File: src/gdn_pkg.sv
// ============================================================================
// gdn_pkg
// Shared types, constants and calendar helper functions for the Gregorian
// day-number converter.
// ============================================================================
package gdn_pkg;

    localparam int YEAR_W   = 14;
    localparam int MONTH_W  = 4;
    localparam int DAY_W    = 5;
    localparam int SERIAL_W = 22;
    localparam int WDAY_W   = 3;
    localparam int DOY_W    = 9;

    localparam logic [YEAR_W-1:0]   MAX_YEAR   = 14'd9999;
    localparam logic [SERIAL_W-1:0] MAX_SERIAL = 22'd3652059;
    localparam logic [MONTH_W-1:0]  MONTHS     = 4'd12;

    localparam logic [17:0] DAYS_400Y = 18'd146097;
    localparam logic [15:0] DAYS_100Y = 16'd36524;
    localparam logic [10:0] DAYS_4Y   = 11'd1461;
    localparam logic [8:0]  DAYS_1Y   = 9'd365;

    // Reciprocal constants: q = (x * MUL) >> SH, exact over the used input range.
    localparam int          DIV100_SH   = 24;
    localparam logic [17:0] DIV100_MUL  = 18'((64'd1 << DIV100_SH) / 64'd100 + 64'd1);
    localparam int          DIV400Y_SH  = 40;
    localparam logic [22:0] DIV400Y_MUL = 23'((64'd1 << DIV400Y_SH) / 64'd146097 + 64'd1);
    localparam int          DIV4Y_SH    = 28;
    localparam logic [17:0] DIV4Y_MUL   = 18'((64'd1 << DIV4Y_SH) / 64'd1461 + 64'd1);

    typedef enum logic
    {
        FUNC_DATE_TO_SERIAL = 1'b0,
        FUNC_SERIAL_TO_DATE = 1'b1
    } func_t;

    typedef struct packed
    {
        logic                  func;
        logic [YEAR_W-1:0]     year_in;
        logic [MONTH_W-1:0]    month_in;
        logic [DAY_W-1:0]      day_in;
        logic [SERIAL_W-1:0]   serial_in;
    } gdn_in_t;

    typedef struct packed
    {
        logic [SERIAL_W-1:0]   serial_out;
        logic [YEAR_W-1:0]     year_out;
        logic [MONTH_W-1:0]    month_out;
        logic [DAY_W-1:0]      day_out;
        logic [WDAY_W-1:0]     weekday;
        logic                  leap;
        logic                  error;
    } gdn_out_t;

    // Length of month m; zero for a month code outside 1..12.
    function automatic logic [DAY_W-1:0] month_len(input logic [MONTH_W-1:0] m,
                                                   input logic leap);
        logic [DAY_W-1:0] len;
        unique case (m)
            4'd1, 4'd3, 4'd5, 4'd7, 4'd8, 4'd10, 4'd12: len = 5'd31;
            4'd4, 4'd6, 4'd9, 4'd11:                    len = 5'd30;
            4'd2:                                       len = leap ? 5'd29 : 5'd28;
            default:                                    len = 5'd0;
        endcase
        return len;
    endfunction

    // Days of the year that come before the first of month m.
    function automatic logic [DOY_W-1:0] cum_days(input logic [MONTH_W-1:0] m,
                                                  input logic leap);
        logic [DOY_W-1:0] base;
        logic [DOY_W-1:0] adj;
        unique case (m)
            4'd2:    base = 9'd31;
            4'd3:    base = 9'd59;
            4'd4:    base = 9'd90;
            4'd5:    base = 9'd120;
            4'd6:    base = 9'd151;
            4'd7:    base = 9'd181;
            4'd8:    base = 9'd212;
            4'd9:    base = 9'd243;
            4'd10:   base = 9'd273;
            4'd11:   base = 9'd304;
            4'd12:   base = 9'd334;
            default: base = 9'd0;
        endcase
        adj = (leap && (m >= 4'd3)) ? 9'd1 : 9'd0;
        return base + adj;
    endfunction

endpackage

File: src/gregorian_day_number_converter_unit.sv
// ============================================================================
// gregorian_day_number_converter_unit
// Proleptic Gregorian date <-> serial day number converter, 8-stage pipeline.
// ============================================================================
//
// Usage:
//   Input channel (in_valid/in_ready/in_data) takes one request beat: func
//   selects date -> serial (0) or serial -> date (1). Output channel
//   (out_valid/out_ready/out_data) returns exactly one result beat per
//   request, in order. Day 1 is 0001-01-01, a Monday.
//   Rejected requests (bad date, serial outside 1..3652059) come back with
//   error set and all other fields zero.
// Pipeline and throughput:
//   out_valid rises once a request has passed all 8 register stages, the
//   first loaded at the accepting edge; one beat per cycle sustained while
//   out_ready is high. Depth is set by the serial -> date path: divide by
//   400-year span, 100-year ladder, divide by 4-year span, year ladder, month
//   split, weekday fold, each stage about one multiply or one add/compare deep.
// Stalls:
//   Each stage advances when it is empty or the next stage advances, so
//   bubbles close up and new beats are taken while a finished result waits
//   on out_ready. Nothing is dropped or repeated.
// Reset:
//   rst_n clears all stage valid bits; the pipeline comes up empty.
//
module gregorian_day_number_converter_unit
(
    input  logic             clk,
    input  logic             rst_n,
    input  logic             in_valid,
    output logic             in_ready,
    input  gdn_pkg::gdn_in_t in_data,
    output logic             out_valid,
    input  logic             out_ready,
    output gdn_pkg::gdn_out_t out_data
);

    localparam int STAGES = 8;

    // Request info carried down to the direction select (serial is serial_in).
    typedef struct packed
    {
        logic                          func;
        logic [gdn_pkg::SERIAL_W-1:0]  serial;
        logic                          range_err;
    } ctl_t;

    // A complete result before weekday is added.
    typedef struct packed
    {
        logic                          err;
        logic                          leap;
        logic [gdn_pkg::YEAR_W-1:0]    year;
        logic [gdn_pkg::MONTH_W-1:0]   month;
        logic [gdn_pkg::DAY_W-1:0]     day;
        logic [gdn_pkg::SERIAL_W-1:0]  serial;
    } res_t;

    logic [STAGES:1] valid_reg;
    logic [STAGES:1] adv;

    // ---------------- handshake / advance chain ----------------
    always_comb
    begin
        adv[STAGES] = !valid_reg[STAGES] || out_ready;
        for (int k = STAGES - 1; k >= 1; k--)
        begin
            adv[k] = !valid_reg[k] || adv[k+1];
        end
    end

    assign in_ready  = adv[1];
    assign out_valid = valid_reg[STAGES];

    always_ff @(posedge clk or negedge rst_n)
    begin
        if (!rst_n)
        begin
            valid_reg <= '0;
        end
        else
        begin
            if (adv[1])
            begin
                valid_reg[1] <= in_valid;
            end
            for (int k = 2; k <= STAGES; k++)
            begin
                if (adv[k])
                begin
                    valid_reg[k] <= valid_reg[k-1];
                end
            end
        end
    end

    // ---------------- stage 1: offsets and first reciprocal multiplies ----------------
    ctl_t                           s1_ctl_next;
    logic [gdn_pkg::YEAR_W-1:0]     s1_p_next;
    logic [31:0]                    s1_mulp;
    logic [31:0]                    s1_muly;
    logic [gdn_pkg::SERIAL_W-1:0]   s1_n;
    logic [44:0]                    s1_mul400;

    assign s1_p_next = in_data.year_in - 14'd1;
    assign s1_mulp   = 32'(s1_p_next) * 32'(gdn_pkg::DIV100_MUL);
    assign s1_muly   = 32'(in_data.year_in) * 32'(gdn_pkg::DIV100_MUL);
    assign s1_n      = in_data.serial_in - 22'd1;
    assign s1_mul400 = 45'(s1_n) * 45'(gdn_pkg::DIV400Y_MUL);

    assign s1_ctl_next.func      = in_data.func;
    assign s1_ctl_next.serial    = in_data.serial_in;
    assign s1_ctl_next.range_err = (in_data.serial_in == 22'd0) ||
                                   (in_data.serial_in > gdn_pkg::MAX_SERIAL);

    ctl_t                           s1_ctl_reg;
    logic [gdn_pkg::YEAR_W-1:0]     s1_year_reg;
    logic [gdn_pkg::MONTH_W-1:0]    s1_month_reg;
    logic [gdn_pkg::DAY_W-1:0]      s1_day_reg;
    logic [gdn_pkg::YEAR_W-1:0]     s1_p_reg;
    logic [7:0]                     s1_q100p_reg;
    logic [7:0]                     s1_q100y_reg;
    logic [4:0]                     s1_q400_reg;

    always_ff @(posedge clk)
    begin
        if (adv[1])
        begin
            s1_ctl_reg   <= s1_ctl_next;
            s1_year_reg  <= in_data.year_in;
            s1_month_reg <= in_data.month_in;
            s1_day_reg   <= in_data.day_in;
            s1_p_reg     <= s1_p_next;
            s1_q100p_reg <= s1_mulp[31:24];
            s1_q100y_reg <= s1_muly[31:24];
            s1_q400_reg  <= s1_mul400[44:40];
        end
    end

    // ---------------- stage 2: leap, validation, year base; 400-year remainder ----------------
    logic [gdn_pkg::YEAR_W-1:0]     s2_y100;
    logic                           s2_leap_next;
    logic                           s2_err_next;
    logic [gdn_pkg::SERIAL_W-1:0]   s2_base_next;
    logic [gdn_pkg::SERIAL_W-1:0]   s2_n;
    logic [gdn_pkg::SERIAL_W-1:0]   s2_span;

    assign s2_y100      = 14'(s1_q100y_reg) * 14'd100;
    assign s2_leap_next = (s1_year_reg[1:0] == 2'b00) &&
                          ((s1_year_reg != s2_y100) || (s1_q100y_reg[1:0] == 2'b00));
    assign s2_err_next  = !((s1_year_reg >= 14'd1) && (s1_year_reg <= gdn_pkg::MAX_YEAR) &&
                            (s1_month_reg >= 4'd1) && (s1_month_reg <= gdn_pkg::MONTHS) &&
                            (s1_day_reg >= 5'd1) &&
                            (s1_day_reg <= gdn_pkg::month_len(s1_month_reg, s2_leap_next)));
    // days in years 1 .. y-1 = p*365 + p/4 - p/100 + p/400
    assign s2_base_next = 22'(s1_p_reg) * 22'(gdn_pkg::DAYS_1Y) + 22'(s1_p_reg[13:2])
                          - 22'(s1_q100p_reg) + 22'(s1_q100p_reg[7:2]);
    assign s2_n         = s1_ctl_reg.serial - 22'd1;
    assign s2_span      = 22'(s1_q400_reg) * 22'(gdn_pkg::DAYS_400Y);

    ctl_t                           s2_ctl_reg;
    logic [gdn_pkg::YEAR_W-1:0]     s2_year_reg;
    logic [gdn_pkg::MONTH_W-1:0]    s2_month_reg;
    logic [gdn_pkg::DAY_W-1:0]      s2_day_reg;
    logic                           s2_leap_reg;
    logic                           s2_err_reg;
    logic [gdn_pkg::SERIAL_W-1:0]   s2_base_reg;
    logic [gdn_pkg::DOY_W-1:0]      s2_cum_reg;
    logic [17:0]                    s2_r400_reg;
    logic [gdn_pkg::YEAR_W-1:0]     s2_y400_reg;

    always_ff @(posedge clk)
    begin
        if (adv[2])
        begin
            s2_ctl_reg   <= s1_ctl_reg;
            s2_year_reg  <= s1_year_reg;
            s2_month_reg <= s1_month_reg;
            s2_day_reg   <= s1_day_reg;
            s2_leap_reg  <= s2_leap_next;
            s2_err_reg   <= s2_err_next;
            s2_base_reg  <= s2_base_next;
            s2_cum_reg   <= gdn_pkg::cum_days(s1_month_reg, s2_leap_next);
            s2_r400_reg  <= 18'(s2_n - s2_span);
            s2_y400_reg  <= 14'(s1_q400_reg) * 14'd400;
        end
    end

    // ---------------- stage 3: forward serial done; 100-year ladder ----------------
    res_t                           s3_fwd_next;
    logic [1:0]                     s3_q100_next;
    logic [15:0]                    s3_r100_next;

    assign s3_fwd_next.err    = s2_err_reg;
    assign s3_fwd_next.leap   = s2_leap_reg;
    assign s3_fwd_next.year   = s2_year_reg;
    assign s3_fwd_next.month  = s2_month_reg;
    assign s3_fwd_next.day    = s2_day_reg;
    assign s3_fwd_next.serial = s2_base_reg + 22'(s2_cum_reg) + 22'(s2_day_reg);

    // last century of a 400-year span absorbs the leap day, so cap at 3
    always_comb
    begin
        priority if (s2_r400_reg >= 18'(3 * gdn_pkg::DAYS_100Y))
        begin
            s3_q100_next = 2'd3;
        end
        else if (s2_r400_reg >= 18'(2 * gdn_pkg::DAYS_100Y))
        begin
            s3_q100_next = 2'd2;
        end
        else if (s2_r400_reg >= 18'(gdn_pkg::DAYS_100Y))
        begin
            s3_q100_next = 2'd1;
        end
        else
        begin
            s3_q100_next = 2'd0;
        end
    end

    assign s3_r100_next = 16'(s2_r400_reg - 18'(s3_q100_next) * 18'(gdn_pkg::DAYS_100Y));

    ctl_t                           s3_ctl_reg;
    res_t                           s3_fwd_reg;
    logic [1:0]                     s3_q100_reg;
    logic [15:0]                    s3_r100_reg;
    logic [gdn_pkg::YEAR_W-1:0]     s3_yb_reg;

    always_ff @(posedge clk)
    begin
        if (adv[3])
        begin
            s3_ctl_reg  <= s2_ctl_reg;
            s3_fwd_reg  <= s3_fwd_next;
            s3_q100_reg <= s3_q100_next;
            s3_r100_reg <= s3_r100_next;
            s3_yb_reg   <= s2_y400_reg + 14'(s3_q100_next) * 14'd100;
        end
    end

    // ---------------- stage 4: divide by 4-year span ----------------
    logic [33:0] s4_mul4;

    assign s4_mul4 = 34'(s3_r100_reg) * 34'(gdn_pkg::DIV4Y_MUL);

    ctl_t                           s4_ctl_reg;
    res_t                           s4_fwd_reg;
    logic [1:0]                     s4_q100_reg;
    logic [15:0]                    s4_r100_reg;
    logic [gdn_pkg::YEAR_W-1:0]     s4_yb_reg;
    logic [4:0]                     s4_q4_reg;

    always_ff @(posedge clk)
    begin
        if (adv[4])
        begin
            s4_ctl_reg  <= s3_ctl_reg;
            s4_fwd_reg  <= s3_fwd_reg;
            s4_q100_reg <= s3_q100_reg;
            s4_r100_reg <= s3_r100_reg;
            s4_yb_reg   <= s3_yb_reg;
            s4_q4_reg   <= s4_mul4[32:28];
        end
    end

    // ---------------- stage 5: 4-year remainder ----------------
    ctl_t                           s5_ctl_reg;
    res_t                           s5_fwd_reg;
    logic [10:0]                    s5_r4_reg;
    logic [gdn_pkg::YEAR_W-1:0]     s5_yb_reg;
    logic                           s5_leapok_reg;

    always_ff @(posedge clk)
    begin
        if (adv[5])
        begin
            s5_ctl_reg    <= s4_ctl_reg;
            s5_fwd_reg    <= s4_fwd_reg;
            s5_r4_reg     <= 11'(s4_r100_reg - 16'(s4_q4_reg) * 16'(gdn_pkg::DAYS_4Y));
            s5_yb_reg     <= s4_yb_reg + 14'({s4_q4_reg, 2'b00});
            // quad 24 of a century ends on a century year: leap only every 400
            s5_leapok_reg <= (s4_q4_reg != 5'd24) || (s4_q100_reg == 2'd3);
        end
    end

    // ---------------- stage 6: year ladder, day of year ----------------
    logic [1:0] s6_q1_next;

    always_comb
    begin
        priority if (s5_r4_reg >= 11'(3 * gdn_pkg::DAYS_1Y))
        begin
            s6_q1_next = 2'd3;
        end
        else if (s5_r4_reg >= 11'(2 * gdn_pkg::DAYS_1Y))
        begin
            s6_q1_next = 2'd2;
        end
        else if (s5_r4_reg >= 11'(gdn_pkg::DAYS_1Y))
        begin
            s6_q1_next = 2'd1;
        end
        else
        begin
            s6_q1_next = 2'd0;
        end
    end

    ctl_t                           s6_ctl_reg;
    res_t                           s6_fwd_reg;
    logic [gdn_pkg::DOY_W-1:0]      s6_doy_reg;
    logic [gdn_pkg::YEAR_W-1:0]     s6_year_reg;
    logic                           s6_leap_reg;

    always_ff @(posedge clk)
    begin
        if (adv[6])
        begin
            s6_ctl_reg  <= s5_ctl_reg;
            s6_fwd_reg  <= s5_fwd_reg;
            s6_doy_reg  <= 9'(s5_r4_reg - 11'(s6_q1_next) * 11'(gdn_pkg::DAYS_1Y));
            s6_year_reg <= s5_yb_reg + 14'(s6_q1_next) + 14'd1;
            s6_leap_reg <= (s6_q1_next == 2'd3) && s5_leapok_reg;
        end
    end

    // ---------------- stage 7: month split and direction select ----------------
    logic [gdn_pkg::MONTH_W-1:0] s7_month;
    logic [gdn_pkg::DAY_W-1:0]   s7_day;
    res_t                        s7_sel;
    res_t                        s7_res_next;

    gdn_doy_split u_doy_split
    (
        .doy   (s6_doy_reg),
        .leap  (s6_leap_reg),
        .month (s7_month),
        .day   (s7_day)
    );

    always_comb
    begin
        if (s6_ctl_reg.func == gdn_pkg::FUNC_SERIAL_TO_DATE)
        begin
            s7_sel.err    = s6_ctl_reg.range_err;
            s7_sel.leap   = s6_leap_reg;
            s7_sel.year   = s6_year_reg;
            s7_sel.month  = s7_month;
            s7_sel.day    = s7_day;
            s7_sel.serial = s6_ctl_reg.serial;
        end
        else
        begin
            s7_sel = s6_fwd_reg;
        end
        s7_res_next = s7_sel.err ? res_t'{err: 1'b1, default: '0} : s7_sel;
    end

    res_t s7_res_reg;

    always_ff @(posedge clk)
    begin
        if (adv[7])
        begin
            s7_res_reg <= s7_res_next;
        end
    end

    // ---------------- stage 8: weekday, output register ----------------
    logic [gdn_pkg::WDAY_W-1:0] s8_wday;
    gdn_pkg::gdn_out_t          out_data_next;
    gdn_pkg::gdn_out_t          out_data_reg;

    gdn_weekday u_weekday
    (
        .serial  (s7_res_reg.serial),
        .weekday (s8_wday)
    );

    assign out_data_next.serial_out = s7_res_reg.serial;
    assign out_data_next.year_out   = s7_res_reg.year;
    assign out_data_next.month_out  = s7_res_reg.month;
    assign out_data_next.day_out    = s7_res_reg.day;
    assign out_data_next.weekday    = s7_res_reg.err ? 3'd0 : s8_wday;
    assign out_data_next.leap       = s7_res_reg.leap;
    assign out_data_next.error      = s7_res_reg.err;

    always_ff @(posedge clk)
    begin
        if (adv[8])
        begin
            out_data_reg <= out_data_next;
        end
    end

    assign out_data = out_data_reg;

    // ---------------- assertions ----------------
    // accepted beat lands in stage 1
    a_accept_fills_s1: assert property (@(posedge clk) disable iff (!rst_n)
        (in_valid && in_ready) |=> valid_reg[1])
        else $error("accepted beat did not reach stage 1");

    // error beats carry all-zero fields
    a_error_zeroes: assert property (@(posedge clk) disable iff (!rst_n)
        (out_valid && out_data.error) |->
        (out_data.serial_out == 22'd0 && out_data.year_out == 14'd0 &&
         out_data.month_out == 4'd0 && out_data.day_out == 5'd0 &&
         out_data.weekday == 3'd0 && !out_data.leap))
        else $error("error result with nonzero fields");

    // good results have a real month and weekday and a nonzero day
    a_good_ranges: assert property (@(posedge clk) disable iff (!rst_n)
        (out_valid && !out_data.error) |->
        (out_data.month_out >= 4'd1 && out_data.month_out <= 4'd12 &&
         out_data.weekday >= 3'd1 && out_data.weekday <= 3'd7 &&
         out_data.day_out >= 5'd1))
        else $error("month, day or weekday out of range");

    // leap flag only on years divisible by four
    a_leap_div4: assert property (@(posedge clk) disable iff (!rst_n)
        (out_valid && out_data.leap) |-> (out_data.year_out[1:0] == 2'b00))
        else $error("leap flag on a year not divisible by four");

endmodule

File: src/gdn_doy_split.sv
// ============================================================================
// gdn_doy_split
// Splits a zero-based day of year into month and 1-based day of month.
// ============================================================================
module gdn_doy_split
(
    input  logic [gdn_pkg::DOY_W-1:0]   doy,
    input  logic                        leap,
    output logic [gdn_pkg::MONTH_W-1:0] month,
    output logic [gdn_pkg::DAY_W-1:0]   day
);

    logic [gdn_pkg::MONTH_W-1:0] passed;

    // count month starts at or below doy (Feb..Dec), independent compares
    always_comb
    begin
        passed = '0;
        for (int j = 2; j <= 12; j++)
        begin
            if (doy >= gdn_pkg::cum_days(4'(j), leap))
            begin
                passed = passed + 4'd1;
            end
        end
    end

    assign month = passed + 4'd1;
    assign day   = 5'(doy - gdn_pkg::cum_days(month, leap) + 9'd1);

endmodule

File: src/gdn_weekday.sv
// ============================================================================
// gdn_weekday
// ISO weekday of a serial day number (Monday 1 .. Sunday 7), mod 7 by
// folding octal digits since 8 = 1 mod 7.
// ============================================================================
module gdn_weekday
(
    input  logic [gdn_pkg::SERIAL_W-1:0] serial,
    output logic [gdn_pkg::WDAY_W-1:0]   weekday
);

    logic [5:0] digit_sum;
    logic [3:0] fold;
    logic [2:0] rem;

    always_comb
    begin
        digit_sum = 6'(serial[21]);
        for (int k = 0; k < 7; k++)
        begin
            digit_sum = digit_sum + 6'(serial[3*k +: 3]);
        end
    end

    assign fold = 4'(digit_sum[5:3]) + 4'(digit_sum[2:0]);
    // fold <= 12; one subtract leaves 0..6, where 0 means Sunday
    assign rem  = (fold >= 4'd7) ? 3'(fold - 4'd7) : fold[2:0];

    assign weekday = (rem == 3'd0) ? 3'd7 : rem;

endmodule

File: config.mk
export PLATFORM = sky130hd
export DESIGN_NAME = gregorian_day_number_converter_unit
export DESIGN_NICKNAME = d
export VERILOG_FILES = /design/src/gdn_pkg.sv /design/src/gregorian_day_number_converter_unit.sv /design/src/gdn_doy_split.sv /design/src/gdn_weekday.sv
export SDC_FILE = /design/constraint.sdc
export NUM_CORES = 2
export LEC_CHECK = 0
export BUFFER_PORTS_ARGS = -buffer_cell sky130_fd_sc_hd__buf_2
export CAP_MARGIN = 20
export CELL_PAD_IN_SITES_DETAIL_PLACEMENT = 1
export CELL_PAD_IN_SITES_GLOBAL_PLACEMENT = 1
export CORE_MARGIN = 5
export CORE_UTILIZATION = 50
export CTS_BUF_LIST = sky130_fd_sc_hd__clkbuf_4
export DETAILED_ROUTE_END_ITERATION = 12
export HOLD_SLACK_MARGIN = 0.06
export PLACE_DENSITY = 0.8
export SKIP_LAST_GASP = 1
export SLEW_MARGIN = 15
export SYNTH_ARGS = -nofsm -noshare
export SYNTH_HDL_FRONTEND = slang
export SYNTH_SLANG_ARGS = --single-unit
File: constraint.sdc
create_clock -name clk -period 12.73 [get_ports clk]
set_clock_uncertainty 0.05 [all_clocks]
set_input_delay 2.546 -clock clk [delete_from_list [all_inputs] [get_ports clk]]
set_output_delay 2.546 -clock clk [all_outputs]
set_load 0.1 [all_outputs]
==> metrics.md <==
| Metric | Value |
|---|---|
| Status | finished, final reports clean |
| Post-synth top area share | 0.3649 |
| Post-synth design cell area | approximately 56000 µm² |
| Max FFs per register | 50 |
| Multi-input combinational cell area | around 31000 µm² |
| Global-route total usage across every layer | 0.2322 |
| Mean Syn Cell Area | between 10 and 15 µm² |
| Clk slew on worst S/H paths | ~0.08 ns |
| Cell type group with the largest total delay on the critical path | adder cells |
| Type of destination of the critical path | flop |
| Die Ht | ~340 µm |
| Pin count of the biggest net entering global routing | 91 |
| Via count | around 33000 |
| Register Area | slightly above 20000 µm² |
| Total number of clock tree sinks | roughly 700 |
| Total congestion overflow after global routing | 0 |
| Antenna Violating Nets Remaining | 0 |
| H-tree levels | 4 |
| Final number of setup-violating endpoints | 0 |
| Worst min-delay path category | reg -> reg |
| Post-detailed-placement cell area | 58050 µm² |
| Crit path kind | in -> reg |
| Weighted congestion at the end of routability-driven global placement | 0.8976 |
| Upper clock frequency limit | around 100 MHz |
| Number of design rule violations left after detail routing | 0 |
| Post-route cell area | between 60000 and 70000 µm² |
| Synthesis warning total | 0 |
| Fraction of the yosys area taken by sequential cells | 0.3718 |
| Resize count post-CTS | 0 |
| Horizontal die dimension | between 300 and 400 µm |
| Core Region | about 110000 µm² |
| Worst Max-Slew Pin Slew | 1.114 ns |
| Wire length of the first global-routing pass | 213100 µm |
| FFs w/ async S/R, synth | 0.01156 |
| Buf+Inv Stages, Crit Path | 6 |
| Top-Level Pins | just over 100 |
| Maximum fanout encountered on the critical timing path | 8 |
| Synth Instances | ~4400 |
| Number of hold-slack violations in the final timing report | 0 |
| Distinct cell type count after synthesis | just under 80 |
| DRT iter0 DRCs | roughly 1500 |
| Cell taking the most area after synthesis | sky130_fd_sc_hd__edfxtp_1 |
| Vias per Instance | 5.251 |
| CP required | 13.36 ns |
| Max Buffers Root-to-Sink | 3 |
| Net total in the final layout | between 6000 and 7000 |
| Cell with the largest stage delay on the worst path | sky130_fd_sc_hd__fa_1 |
| Number of antenna violations at the first check in global routing | 2 |
| Clock tree from TritonCTS | yes |
| Post-layout minimum cycle time | 10.18 ns |
| Hold-fix buffer count after cts | 0 |
| GR Util met1 | 0.2813 |
| Met3 Track Usage GR | 0.03717 |
| Area of the die | ~120000 µm² |
| Syn nets | 5923 |
| Std-Cell Rows | roughly 120 |
| Startpoint type of the worst setup path | primary input |
| Area delta synth->final | 8.747% |
| Number of buffers created by CTS | 170 |
| Final critical-path share of the clock period | 0.7999 |
| Most common flop cell mapped by yosys | sky130_fd_sc_hd__edfxtp_1 |
| Most common cell after layout, fill and taps aside | sky130_fd_sc_hd__inv_1 |
| Busiest metal layer after global routing | met2 |
| Setup fix buffers added after clock tree synthesis | 0 |
| Highest-count cells in the layout ignoring fill and taps | sky130_fd_sc_hd__inv_1 (952), sky130_fd_sc_hd__ha_1 (894), sky130_fd_sc_hd__edfxtp_1 (675) |
| Most prevalent standard cell on the critical path | sky130_fd_sc_hd__fa_1 |
| Arrival time at the worst endpoint | 10.82 ns |
| Fraction of final layout cells sized beyond drive strength 1 | 0.09243 |
| Number of detailed-route iterations in the first pass | 5 |
| PortBufs | about 100 |
| Relative slew margins | 0.2573 |
| EDFF count, synth | about 680 |
| Routed length per instance | around 21 µm |
| Max-slew violations | 0 |
| Worst-skew pair later-pin latency | roughly 1.0 ns |
| Starting Density | 0.5026 |
| #FFs+latches synth | just under 700 |
| Aggregate negative setup slack | 0 ns |
| DP Wirelength | between 100000 and 150000 µm |
| Met2 track utilization from global routing | 0.4163 |
| Number of maximum-capacitance violations | 0 |
| Worst stage delay on the critical path | between 0.6 and 0.7 ns |
| Total routed wirelength | around 130000 µm |
| Count of fill cells added during filler insertion | 11420 |
| Number of global-route vias before repair | slightly below 40000 |
| CTS root buffer | sky130_fd_sc_hd__clkbuf_4 |
| Unrepaired setup endpoints after global routing | false |
| Ranking of synthesized cells by area | sky130_fd_sc_hd__edfxtp_1 (36%), sky130_fd_sc_hd__fa_1 (22%), sky130_fd_sc_hd__ha_1 (20%) |
-- routing by layer --
layer	vias to the layer above	wire length, µm
met5	-	0
met4	0	4900
met3	273	4897
met2	713	69180
met1	16770	52990
li1	15180	-
-- synth_stat cells, types with 4 or more instances --
master,n
sky130_fd_sc_hd__a21oi_1,96
sky130_fd_sc_hd__o211ai_1,10
sky130_fd_sc_hd__mux2i_1,57
sky130_fd_sc_hd__a211oi_1,12
sky130_fd_sc_hd__o31a_1,5
sky130_fd_sc_hd__a21boi_0,17
sky130_fd_sc_hd__nor3b_1,4
sky130_fd_sc_hd__o2111ai_1,6
sky130_fd_sc_hd__o21bai_1,14
sky130_fd_sc_hd__o21ai_1,5
sky130_fd_sc_hd__nor3_1,34
sky130_fd_sc_hd__fa_1,609
sky130_fd_sc_hd__nand2_1,112
sky130_fd_sc_hd__xnor2_1,172
sky130_fd_sc_hd__o31ai_1,7
sky130_fd_sc_hd__clkbuf_1,18
sky130_fd_sc_hd__nor4_1,12
sky130_fd_sc_hd__a31o_2,4
sky130_fd_sc_hd__o21ai_0,77
sky130_fd_sc_hd__dfxtp_1,9
sky130_fd_sc_hd__o21a_1,19
sky130_fd_sc_hd__dfrtp_1,8
sky130_fd_sc_hd__inv_1,954
sky130_fd_sc_hd__a31oi_1,7
sky130_fd_sc_hd__and2_1,11
sky130_fd_sc_hd__nand2b_1,32
sky130_fd_sc_hd__nor2_1,154
sky130_fd_sc_hd__or3_1,13
sky130_fd_sc_hd__nand4_1,27
sky130_fd_sc_hd__nand3_1,33
sky130_fd_sc_hd__nor2b_1,27
sky130_fd_sc_hd__mux2_2,8
sky130_fd_sc_hd__a211o_1,7
sky130_fd_sc_hd__nand3b_1,5
sky130_fd_sc_hd__a21o_1,59
sky130_fd_sc_hd__xor2_1,65
sky130_fd_sc_hd__ha_1,894
sky130_fd_sc_hd__edfxtp_1,675
sky130_fd_sc_hd__or4_1,6
sky130_fd_sc_hd__o22ai_1,4
sky130_fd_sc_hd__or2_2,12
sky130_fd_sc_hd__a41o_1,4
sky130_fd_sc_hd__and3_1,14
-- path summary, 6_finish.rpt --
check	end	slack [ns]	cells after the start	start
setup / recovery	s1_q400_reg[4]$_DFFE_PN_	2.55	26	in_data[0]
hold / removal	s6_fwd_reg[16]$_DFFE_PP_	0.33	0	s5_fwd_reg[16]$_DFFE_PP_
setup reg to reg	out_data_next[9]$_SDFFCE_PP0P_	2.70	43	s6_leap_reg$_DFFE_PP_
hold reg to reg	s6_fwd_reg[16]$_DFFE_PP_	0.33	0	s5_fwd_reg[16]$_DFFE_PP_
max in group asynchronous	valid_reg[7]$_DFFE_PN0P_	11.07	1	rst_n
min in group asynchronous	valid_reg[2]$_DFFE_PN0P_	1.32	1	rst_n
-- per-stage QoR --
step / setup slack, ns / hold slack (ns) / std cells / util
3_3_place_gp: 1.873 / 0.3503 / 5961 / 0.5253
5_1_grt: 1.817 / 0.3418 / 6272 / 0.5466
4_1_cts: 2.626 / 0.3360 / 6269 / 0.5462
3_5_place_dp: 1.523 / 0.3556 / 5961 / 0.5253
6_report: 2.547 / 0.3334 / 6272 / 0.5466
2_1_floorplan: 0.7294 / 0.3503 / 4370 / -
-- final cells by class --
cell class                      count  share of cell area
Sequential cell                   692              0.3419
Multi-Input combinational cell   2699              0.5174
Timing Repair Buffer              127             0.01193
Tap cell                         1488             0.03082
Clock buffer                      233             0.02896
Antenna cell                        2          0.00008286
Clock inverter                     75            0.009446
Inverter                          956             0.05945
-- cell families (layout without fill, tap and decap cells) --
| group | count (synthesis) | in the layout | synth area share |
|---|---|---|---|
| adder cells (fa/ha/maj) | 1503 | 1503 | 0.4209 |
| buffers and inverters | 979 | 1391 | 0.06652 |
| flip-flops | 692 | 692 | 0.3718 |
| AND/OR/NAND/NOR | 505 | 505 | 0.04417 |
| AO/OA/AOI/OAI | 382 | 382 | 0.04516 |
| XOR/XNOR | 242 | 242 | 0.03920 |
| multiplexers | 67 | 67 | 0.01230 |
| other | 0 | 2 | 0 |
Power is not shown: default switching activity piles up to over one toggle a cycle in this logic, so the estimate is an artifact.
